**src/hdl/bale_pkg.sv**
```systemverilog
package bale_pkg;

    // default store depth and capacity after reset
    localparam int DEPTH_DEF = 16;
    localparam logic [4:0] CAP_RESET = 5'd16;

    // operation codes
    localparam logic [2:0] OP_APPEND  = 3'd0;
    localparam logic [2:0] OP_INSERT  = 3'd1;
    localparam logic [2:0] OP_DELETE  = 3'd2;
    localparam logic [2:0] OP_READ    = 3'd3;
    localparam logic [2:0] OP_WRITE   = 3'd4;
    localparam logic [2:0] OP_LSEARCH = 3'd5;
    localparam logic [2:0] OP_BSEARCH = 3'd6;
    localparam logic [2:0] OP_SINSERT = 3'd7;

    // status codes
    localparam logic [1:0] ST_OK    = 2'd0;
    localparam logic [1:0] ST_FULL  = 2'd1;
    localparam logic [1:0] ST_RANGE = 2'd2;
    localparam logic [1:0] ST_MISS  = 2'd3;

    // one request beat
    typedef struct packed {
        logic signed [31:0] search_key;
        logic signed [31:0] data_word;
        logic [4:0]         position;
        logic [2:0]         operation;
    } item_t;

    // one result beat
    typedef struct packed {
        logic [4:0]         element_count;
        logic [3:0]         found_index;
        logic signed [31:0] read_word;
        logic [1:0]         status;
    } result_t;

endpackage

```
**src/hdl/bale_core.sv**
```systemverilog
module bale_core #(
    parameter int DEPTH = bale_pkg::DEPTH_DEF
) (
    input  logic              clk,
    input  logic              rst_n,
    input  logic              start,
    input  bale_pkg::item_t   item,
    input  logic [4:0]        cap_limit,
    input  logic              take,
    output logic              idle,
    output logic              done,
    output bale_pkg::result_t result
);

    localparam int AW = $clog2(DEPTH);
    localparam int CW = $clog2(DEPTH + 1);
    localparam int LW = (CW > 5) ? CW : 5;

    localparam logic [3:0] S_IDLE  = 4'd0;
    localparam logic [3:0] S_START = 4'd1;
    localparam logic [3:0] S_READ  = 4'd2;
    localparam logic [3:0] S_SHUP  = 4'd3;
    localparam logic [3:0] S_PUT   = 4'd4;
    localparam logic [3:0] S_DEL1  = 4'd5;
    localparam logic [3:0] S_SHDN  = 4'd6;
    localparam logic [3:0] S_LSCAN = 4'd7;
    localparam logic [3:0] S_SWAP  = 4'd8;
    localparam logic [3:0] S_BISS  = 4'd9;
    localparam logic [3:0] S_BCMP  = 4'd10;
    localparam logic [3:0] S_DONE  = 4'd11;

    logic [3:0]         state_reg, state_next;
    bale_pkg::item_t    item_reg, item_next;
    logic [CW-1:0]      count_reg, count_next;
    logic [CW-1:0]      ptr_reg, ptr_next;
    logic [CW-1:0]      lo_reg, lo_next;
    logic [CW-1:0]      hip_reg, hip_next;
    logic [CW-1:0]      mid_reg, mid_next;
    logic [CW-1:0]      found_reg, found_next;
    logic [1:0]         status_reg, status_next;
    logic signed [31:0] word_reg, word_next;
    logic signed [31:0] prev_reg, prev_next;

    // list storage, one write and one registered read per cycle
    logic signed [31:0] mem_array [DEPTH];
    logic signed [31:0] rd_data_reg;
    logic               wr_en;
    logic [AW-1:0]      wr_addr;
    logic signed [31:0] wr_data;
    logic [AW-1:0]      rd_addr;

    // pointer neighbors and comparisons
    logic [CW-1:0] ptr_dec, ptr_dec2, ptr_inc, ptr_inc2, cnt_dec, pos_cw, mid_inc;
    logic [CW:0]   mid_sum;
    logic [CW-1:0] mid_calc;
    logic [LW-1:0] pos_ext, cnt_ext, cap_ext, depth_ext, lim_ext;
    logic          full, move, stop;

    always_comb
    begin
        ptr_dec   = ptr_reg - 1'b1;
        ptr_dec2  = ptr_reg - 2'd2;
        ptr_inc   = ptr_reg + 1'b1;
        ptr_inc2  = ptr_reg + 2'd2;
        cnt_dec   = count_reg - 1'b1;
        pos_cw    = CW'(item_reg.position);
        mid_inc   = mid_reg + 1'b1;
        mid_sum   = {1'b0, lo_reg} + {1'b0, hip_reg} - 1'b1;
        mid_calc  = mid_sum[CW:1];
        pos_ext   = LW'(item_reg.position);
        cnt_ext   = LW'(count_reg);
        cap_ext   = LW'(cap_limit);
        depth_ext = LW'(DEPTH);
        lim_ext   = (cap_ext > depth_ext) ? depth_ext : cap_ext;
        full      = (cnt_ext >= lim_ext);
        move      = (item_reg.operation == bale_pkg::OP_INSERT) ||
                    (rd_data_reg > item_reg.data_word);
        stop      = (item_reg.operation == bale_pkg::OP_INSERT) ? (ptr_dec == pos_cw)
                                                                : (ptr_dec == '0);
    end

    // sequencer
    always_comb
    begin
        state_next  = state_reg;
        item_next   = item_reg;
        count_next  = count_reg;
        ptr_next    = ptr_reg;
        lo_next     = lo_reg;
        hip_next    = hip_reg;
        mid_next    = mid_reg;
        found_next  = found_reg;
        status_next = status_reg;
        word_next   = word_reg;
        prev_next   = prev_reg;
        wr_en       = 1'b0;
        wr_addr     = '0;
        wr_data     = '0;
        rd_addr     = '0;
        case (state_reg)
            S_IDLE:
            begin
                if (start)
                begin
                    item_next   = item;
                    status_next = bale_pkg::ST_OK;
                    word_next   = '0;
                    found_next  = '0;
                    state_next  = S_START;
                end
            end
            S_START:
            begin
                state_next = S_DONE;
                case (item_reg.operation)
                    bale_pkg::OP_APPEND:
                    begin
                        if (full)
                        begin
                            status_next = bale_pkg::ST_FULL;
                        end
                        else
                        begin
                            wr_en      = 1'b1;
                            wr_addr    = count_reg[AW-1:0];
                            wr_data    = item_reg.data_word;
                            count_next = count_reg + 1'b1;
                        end
                    end
                    bale_pkg::OP_INSERT:
                    begin
                        if (pos_ext > cnt_ext)
                        begin
                            status_next = bale_pkg::ST_RANGE;
                        end
                        else if (full)
                        begin
                            status_next = bale_pkg::ST_FULL;
                        end
                        else
                        begin
                            ptr_next   = count_reg;
                            rd_addr    = cnt_dec[AW-1:0];
                            state_next = (pos_cw == count_reg) ? S_PUT : S_SHUP;
                        end
                    end
                    bale_pkg::OP_DELETE, bale_pkg::OP_READ:
                    begin
                        if (pos_ext >= cnt_ext)
                        begin
                            status_next = bale_pkg::ST_RANGE;
                        end
                        else
                        begin
                            ptr_next   = pos_cw;
                            rd_addr    = pos_cw[AW-1:0];
                            state_next = (item_reg.operation == bale_pkg::OP_READ) ? S_READ
                                                                                   : S_DEL1;
                        end
                    end
                    bale_pkg::OP_WRITE:
                    begin
                        if (pos_ext >= cnt_ext)
                        begin
                            status_next = bale_pkg::ST_RANGE;
                        end
                        else
                        begin
                            wr_en   = 1'b1;
                            wr_addr = pos_cw[AW-1:0];
                            wr_data = item_reg.data_word;
                        end
                    end
                    bale_pkg::OP_LSEARCH:
                    begin
                        status_next = bale_pkg::ST_MISS;
                        ptr_next    = '0;
                        rd_addr     = '0;
                        if (count_reg != '0)
                        begin
                            state_next = S_LSCAN;
                        end
                    end
                    bale_pkg::OP_BSEARCH:
                    begin
                        status_next = bale_pkg::ST_MISS;
                        lo_next     = '0;
                        hip_next    = count_reg;
                        state_next  = S_BISS;
                    end
                    default:
                    begin
                        if (full)
                        begin
                            status_next = bale_pkg::ST_FULL;
                        end
                        else
                        begin
                            ptr_next   = count_reg;
                            rd_addr    = cnt_dec[AW-1:0];
                            state_next = (count_reg == '0) ? S_PUT : S_SHUP;
                        end
                    end
                endcase
            end
            S_SHUP:
            begin
                // move the entry below the pointer one place up
                if (move)
                begin
                    wr_en      = 1'b1;
                    wr_addr    = ptr_reg[AW-1:0];
                    wr_data    = rd_data_reg;
                    ptr_next   = ptr_dec;
                    rd_addr    = ptr_dec2[AW-1:0];
                    state_next = stop ? S_PUT : S_SHUP;
                end
                else
                begin
                    state_next = S_PUT;
                end
            end
            S_PUT:
            begin
                wr_en      = 1'b1;
                wr_addr    = ptr_reg[AW-1:0];
                wr_data    = item_reg.data_word;
                count_next = count_reg + 1'b1;
                state_next = S_DONE;
            end
            S_READ:
            begin
                word_next  = rd_data_reg;
                state_next = S_DONE;
            end
            S_DEL1:
            begin
                word_next = rd_data_reg;
                rd_addr   = ptr_inc[AW-1:0];
                if (ptr_inc == count_reg)
                begin
                    count_next = cnt_dec;
                    state_next = S_DONE;
                end
                else
                begin
                    state_next = S_SHDN;
                end
            end
            S_SHDN:
            begin
                // move the entry above the pointer one place down
                wr_en    = 1'b1;
                wr_addr  = ptr_reg[AW-1:0];
                wr_data  = rd_data_reg;
                rd_addr  = ptr_inc2[AW-1:0];
                ptr_next = ptr_inc;
                if (ptr_inc2 == count_reg)
                begin
                    count_next = cnt_dec;
                    state_next = S_DONE;
                end
            end
            S_LSCAN:
            begin
                if (rd_data_reg == item_reg.search_key)
                begin
                    status_next = bale_pkg::ST_OK;
                    if (ptr_reg == '0)
                    begin
                        state_next = S_DONE;
                    end
                    else
                    begin
                        wr_en      = 1'b1;
                        wr_addr    = ptr_reg[AW-1:0];
                        wr_data    = prev_reg;
                        found_next = ptr_dec;
                        state_next = S_SWAP;
                    end
                end
                else
                begin
                    prev_next = rd_data_reg;
                    ptr_next  = ptr_inc;
                    rd_addr   = ptr_inc[AW-1:0];
                    if (ptr_inc == count_reg)
                    begin
                        state_next = S_DONE;
                    end
                end
            end
            S_SWAP:
            begin
                wr_en      = 1'b1;
                wr_addr    = ptr_dec[AW-1:0];
                wr_data    = item_reg.search_key;
                state_next = S_DONE;
            end
            S_BISS:
            begin
                if (lo_reg < hip_reg)
                begin
                    mid_next   = mid_calc;
                    rd_addr    = mid_calc[AW-1:0];
                    state_next = S_BCMP;
                end
                else
                begin
                    state_next = S_DONE;
                end
            end
            S_BCMP:
            begin
                if (item_reg.search_key == rd_data_reg)
                begin
                    status_next = bale_pkg::ST_OK;
                    found_next  = mid_reg;
                    state_next  = S_DONE;
                end
                else
                begin
                    if (item_reg.search_key < rd_data_reg)
                    begin
                        hip_next = mid_reg;
                    end
                    else
                    begin
                        lo_next = mid_inc;
                    end
                    state_next = S_BISS;
                end
            end
            S_DONE:
            begin
                if (take)
                begin
                    state_next = S_IDLE;
                end
            end
            default:
            begin
                state_next = S_IDLE;
            end
        endcase
    end

    // control state
    always_ff @(posedge clk or negedge rst_n)
    begin
        if (!rst_n)
        begin
            state_reg <= S_IDLE;
            count_reg <= '0;
        end
        else
        begin
            state_reg <= state_next;
            count_reg <= count_next;
        end
    end

    // working registers
    always_ff @(posedge clk)
    begin
        item_reg   <= item_next;
        ptr_reg    <= ptr_next;
        lo_reg     <= lo_next;
        hip_reg    <= hip_next;
        mid_reg    <= mid_next;
        found_reg  <= found_next;
        status_reg <= status_next;
        word_reg   <= word_next;
        prev_reg   <= prev_next;
    end

    // memory port
    always_ff @(posedge clk)
    begin
        if (wr_en)
        begin
            mem_array[wr_addr] <= wr_data;
        end
        rd_data_reg <= mem_array[rd_addr];
    end

    // result
    assign idle                 = (state_reg == S_IDLE);
    assign done                 = (state_reg == S_DONE);
    assign result.status        = status_reg;
    assign result.read_word     = word_reg;
    assign result.found_index   = 4'(found_reg);
    assign result.element_count = 5'(count_reg);

    a_count_bound: assert property (@(posedge clk) disable iff (!rst_n)
        count_reg <= CW'(DEPTH))
        else $error("element count above store depth");

    a_write_busy: assert property (@(posedge clk) disable iff (!rst_n)
        wr_en |-> (state_reg != S_IDLE && state_reg != S_DONE))
        else $error("store written outside an operation");

    a_count_step: assert property (@(posedge clk) disable iff (!rst_n)
        (count_reg == $past(count_reg)) || (count_reg == $past(count_reg) + 1'b1) ||
        (count_reg == $past(count_reg) - 1'b1))
        else $error("element count moved by more than one");

    a_take_idle: assert property (@(posedge clk) disable iff (!rst_n)
        take |=> (state_reg == S_IDLE))
        else $error("sequencer not idle after result handoff");

endmodule

```
**src/hdl/bounded_array_list_engine.sv**
```systemverilog
// Bounded array list: a list of up to DEPTH signed 32-bit words plus a length.
// Request channel s_*: one beat carries one operation (append, insert, delete,
// read, write, linear search with move toward front, binary search, sorted
// insert). Result channel m_*: exactly one beat per request with status,
// word read or deleted, index of a search hit and the new element count.
// cfg_wr_en / cfg_wr_data set the capacity limit; write it only while idle.
// Sequencer occupancy: append and write need no shifting; a shifting insert or
// delete and a linear search grow with the element count, and each binary
// search probe passes through an issue state and a compare state. The single
// memory port, one entry read and one written per cycle, moves or scans one
// entry per step. The result is registered when the sequencer hands it off.
// One request is worked at a time; s_tready is high whenever the sequencer is idle.
// If the receiver stalls, the result waits in the output register while the
// next request is taken; that request's result waits in the sequencer.
// Reset: list empty, capacity limit 16, no result pending.
module bounded_array_list_engine #(
    parameter int DEPTH = bale_pkg::DEPTH_DEF
) (
    input  logic        clk,
    input  logic        rst_n,
    input  logic        s_tvalid,
    output logic        s_tready,
    input  logic [71:0] s_tdata,     // operation, position, data_word, search_key
    output logic        m_tvalid,
    input  logic        m_tready,
    output logic [47:0] m_tdata,     // status, read_word, found_index, element_count, pad
    input  logic        cfg_wr_en,
    input  logic [4:0]  cfg_wr_data  // capacity_limit
);

    logic [4:0]        cap_reg;
    logic              m_valid_reg;
    logic [47:0]       m_data_reg;
    bale_pkg::item_t   item;
    bale_pkg::result_t result;
    logic              start, take, core_idle, core_done;

    // request beat unpack
    assign item.operation  = s_tdata[2:0];
    assign item.position   = s_tdata[7:3];
    assign item.data_word  = s_tdata[39:8];
    assign item.search_key = s_tdata[71:40];

    assign s_tready = core_idle;
    assign start    = s_tvalid && core_idle;
    assign take     = core_done && (!m_valid_reg || m_tready);

    // capacity register
    always_ff @(posedge clk or negedge rst_n)
    begin
        if (!rst_n)
        begin
            cap_reg <= bale_pkg::CAP_RESET;
        end
        else if (cfg_wr_en)
        begin
            cap_reg <= cfg_wr_data;
        end
    end

    // output register valid
    always_ff @(posedge clk or negedge rst_n)
    begin
        if (!rst_n)
        begin
            m_valid_reg <= 1'b0;
        end
        else if (take)
        begin
            m_valid_reg <= 1'b1;
        end
        else if (m_tready)
        begin
            m_valid_reg <= 1'b0;
        end
    end

    // output register payload
    always_ff @(posedge clk)
    begin
        if (take)
        begin
            m_data_reg <= {5'd0, result.element_count, result.found_index,
                           result.read_word, result.status};
        end
    end

    assign m_tvalid = m_valid_reg;
    assign m_tdata  = m_data_reg;

    bale_core #(
        .DEPTH (DEPTH)
    ) u_core (
        .clk       (clk),
        .rst_n     (rst_n),
        .start     (start),
        .item      (item),
        .cap_limit (cap_reg),
        .take      (take),
        .idle      (core_idle),
        .done      (core_done),
        .result    (result)
    );

endmodule
```
**config.mk**
```make
export PLATFORM = sky130hd
export DESIGN_NAME = bounded_array_list_engine
export DESIGN_NICKNAME = d
export VERILOG_FILES = /design/src/hdl/bale_pkg.sv /design/src/hdl/bale_core.sv /design/src/hdl/bounded_array_list_engine.sv
export SDC_FILE = /design/constraint.sdc
export NUM_CORES = 1
export LEC_CHECK = 0
export BUFFER_PORTS_ARGS = -buffer_cell sky130_fd_sc_hd__buf_2
export CAP_MARGIN = 20
export CORE_AREA = 4 4 247 249
export DETAILED_ROUTE_END_ITERATION = 7
export DIE_AREA = 0 0 251 253
export PLACE_DENSITY = 0.72
export SETUP_SLACK_MARGIN = 0.3
export SLEW_MARGIN = 5
export SYNTH_ARGS = -nofsm -noshare
export SYNTH_HDL_FRONTEND = slang
export SYNTH_SLANG_ARGS = --single-unit
```
**constraint.sdc**
```tcl
create_clock -name clk -period 6.42 [get_ports clk]
set_clock_uncertainty 0.05 [all_clocks]
set_input_delay 0.963 -clock clk [delete_from_list [all_inputs] [get_ports clk]]
set_output_delay 0.963 -clock clk [all_outputs]
set_load 0.005 [all_outputs]
```
==> impl_results.md <==
* Asr flop ratio synth at 0.0196
* Comb power frac at 0.328
* Pre-Repair DR Iteration Count at 8
* CTS H-tree lvls at 3
* CTS Hold Bufs at 0
* Worst r2r dst: u_core.rd_data_reg[20]$_DFF_P_
* Routability congestion estimate at roughly 0.93
* Max FFs per register at roughly 510
* Io pins at 132
* Worst Tran Pin Value at 1.20 ns
* Max Slew Vio Count at 0
* Status: complete, no violations
* Sequential share of power at 0.420
* Final Cycle Share at 0.757
* Post-synth EDFFs at 717
* Crit path kind: register to register
* Non-filler cells, final at 3,051
* FF-to-FF setup slack at 1.56 ns
* CTS buffer count at 77
* Wire per inst at 26.9 um
* DRT antenna net count at 0
* Final Hold Fails at 0
* Setup bufs post-CTS at 0
* Starting DRT DRC Count at around 2,100
* Top cells by area, synth: edfxtp_1, mux2i_1, ha_1, o22ai_1, dfxtp_1
* Post-CTS sizing at 0
* Worst r2r src: u_core.cnt_ext[2]$_DFFE_PN0P_
* Cell Rows at 89
* Post-synth top flop: edfxtp_1
* Setup WS post-layout at 1.56 ns
* FF-to-FF path depth at 12
* Clk buf depth at 3
* Pwr dens at slightly below 500 mW/mm2
* Post-Syn Instances at 2,063
* IR drop worst, VDD at 689 uV
* Nets at 2,393
* Max-slew headroom at 0.201
* Area of the multi-input gates at 0.00889 mm2
* First-pass GRT wire length at 120,000 um
* Static Leak at ~13 nW
* Largest net degree at the start of global routing at 133
* Worst-Skew Late Latency at around 0.62 ns
* CTS root buf: clkbuf_16
* Share of cells above drive strength 1 at 0.149
* Chip Height at 253 um
* Sink Count at between 700 and 800
* Worst setup SP type: register
* Net Sw Power at around 6.2 mW
* F_max at a little over 0.2 GHz
* Distinct cell type count after synthesis at 82
* Worst setup EP type: register
* Post-layout min period at 4.86 ns
* Clock transition at path regs at 0.06 ns
* Die Wd at around 250 um
* Number of diodes at 0
* Worst path required time at 6.85 ns
* Core area at 0.0587 mm2
* Worst path arrival time at 5.28 ns
* Initial antenna violation count at 0
* Vias at 19,300
* Sequential share of the synthesized area at 0.703
* # placed instances at 2,908
* Initial core utilization at 0.547
* DRC viols at 0
* P&R area growth vs syn at 13.2%
* Die area at 0.0635 mm2
* Routed WL at 81,900 um
* Drt via density at roughly 6.3
* Max-Cap Viols at 0
* Internal at 11.6 mW
* I/O Buffers at 126
* Yosys reg bits at 764
* Syn avg cell area at 15.6 um2
* Post-synth top area share at 0.671
* CTS tree: yes
* Reg area at roughly 0.023 mm2
* Synth area leader: edfxtp_1
* Vias in the first global route at roughly 19,000
* Total GRT Usage at 0.252
* Detailed placement HPWL at 49,600 um
* RSZ-0062 raised after global routing: false
* Global route overflow at 0
* CP max FO at approximately 130
* Clock power share at 0.252
* Cell Area, Synth at approximately 0.032 mm2
* Fillers at 4,188
* Fin Setup TNS at 0 ns
* Pre-CTS setup slack at between 1.5 and 2 ns
* Sw frac at 0.349
* HP Class: primary input to async pin
* YS warnings at 0
* Setup-failing EPs final at 0
cells by family (layout without fill, tap and decap cells):
kind of cell,after synthesis,count (layout),synth area share
buf+inv,201,412,0.0260
xor+xnor,35,35,0.00955
other cells,1,5,0.000117
compound gates,395,395,0.0872
fa+ha+maj,97,97,0.0381
flops,764,764,0.703
simple gates,308,308,0.0544
mux,262,262,0.0819
synthesized netlist by cell type (all sizes together) (23+ instances only):
| library cell | instances |
|---|---|
| dfxtp | 32 |
| or4 | 34 |
| nand4 | 33 |
| nand2 | 56 |
| nor2 | 38 |
| nor3 | 34 |
| inv | 101 |
| o21ai | 40 |
| xnor2 | 23 |
| buf | 59 |
| and2 | 34 |
| mux2i | 258 |
| ha | 96 |
| a21oi | 49 |
| edfxtp | 717 |
| a221o | 38 |
| a22o | 33 |
| clkbuf | 41 |
| o22ai | 135 |
metrics by stage:
step                      utilization  total power, mW  hold slack [ns]  cell area, um2
final                           0.619             17.8            0.206           36300
after global routing            0.619             18.6            0.210           36300
after CTS                       0.619             17.8            0.183           36300
after detailed placement        0.575             13.3            0.355           33800
after global placement          0.575             13.1            0.353           33800
after floorplan                     -             11.3            0.350           32100
cell usage in the layout (no fill, tap or decap), types with 12 or more instances in the layout:
cell type	instances
o22ai_1	135
a21oi_1	48
nand4_1	30
or4_1	34
xnor2_1	23
edfxtp_1	717
xor2_1	12
a21o_1	20
nand3_1	20
nor2_1	37
mux2i_1	258
and2_1	33
ha_1	96
a221o_1	38
nor3_1	16
clkbuf_16	77
dfxtp_1	32
inv_1	99
nand2_1	55
nor3_2	18
a22o_1	33
clkinv_2	17
clkbuf_1	14
dfrtp_1	14
o21ai_0	39
buf_2	126
buf_4	40
nand2b_1	15
layout make-up:
class | count | share of cell area
sequential | 764 | 0.621
clock inverter | 43 | 0.0124
inverter | 101 | 0.0105
timing repair buffer | 168 | 0.0267
clock buffer | 100 | 0.0579
tap | 773 | 0.0266
multi-input combinational | 1102 | 0.245
metal layers:
| metal | part of all wire | wire [um] | vias to the layer above | global-route usage |
|---|---|---|---|---|
| met3 | 0.080 | 6520 | 158 | 0.0393 |
| met5 | 0 | 0 | - | 0 |
| met1 | 0.40 | 32500 | 9776 | 0.337 |
| met2 | 0.49 | 39900 | 891 | 0.420 |
| li1 | - | - | 8458 | - |
| met4 | 0.037 | 3050 | 0 | 0.101 |
power by group through the flow:
stage	combinational [mW]	clock, mW	sequential [mW]
2_1_floorplan	4.10	0	7.22
3_3_place_gp	5.57	0	7.53
3_5_place_dp	5.74	0	7.57
4_1_cts	5.78	4.55	7.47
5_1_grt	6.25	4.77	7.54
6_report	5.85	4.48	7.49
worst max path at each step:
stage                                   from                          endpoint  slack (ns)  cells after the start
2_1_floorplan  u_core.cnt_ext[0]$_DFFE_PN0P_  u_core.mem_array[0][0]$_DFFE_PP_        0.94                     13
3_3_place_gp   u_core.cnt_ext[0]$_DFFE_PN0P_    u_core.rd_data_reg[17]$_DFF_P_        1.70                     12
3_5_place_dp   u_core.cnt_ext[2]$_DFFE_PN0P_    u_core.rd_data_reg[20]$_DFF_P_        1.57                     12
4_1_cts        u_core.cnt_ext[0]$_DFFE_PN0P_    u_core.rd_data_reg[20]$_DFF_P_        1.55                     12
5_1_grt        u_core.cnt_ext[2]$_DFFE_PN0P_    u_core.rd_data_reg[20]$_DFF_P_        1.29                     12
6_report       u_core.cnt_ext[2]$_DFFE_PN0P_    u_core.rd_data_reg[20]$_DFF_P_        1.56                     12
critical path, stage by stage (launching register included):
cell	delay [ns]
dfrtp_1	0.73
inv_1	0.21
ha_1	0.25
a21o_1	0.15
a21oi_1	0.26
a21oi_1	0.19
a211oi_1	0.74
a221oi_2	0.20
o31ai_4	0.15
buf_12	0.59
mux2i_1	0.31
o22ai_1	0.13
or4_1	0.56
(Power assumes the default switching activity.)
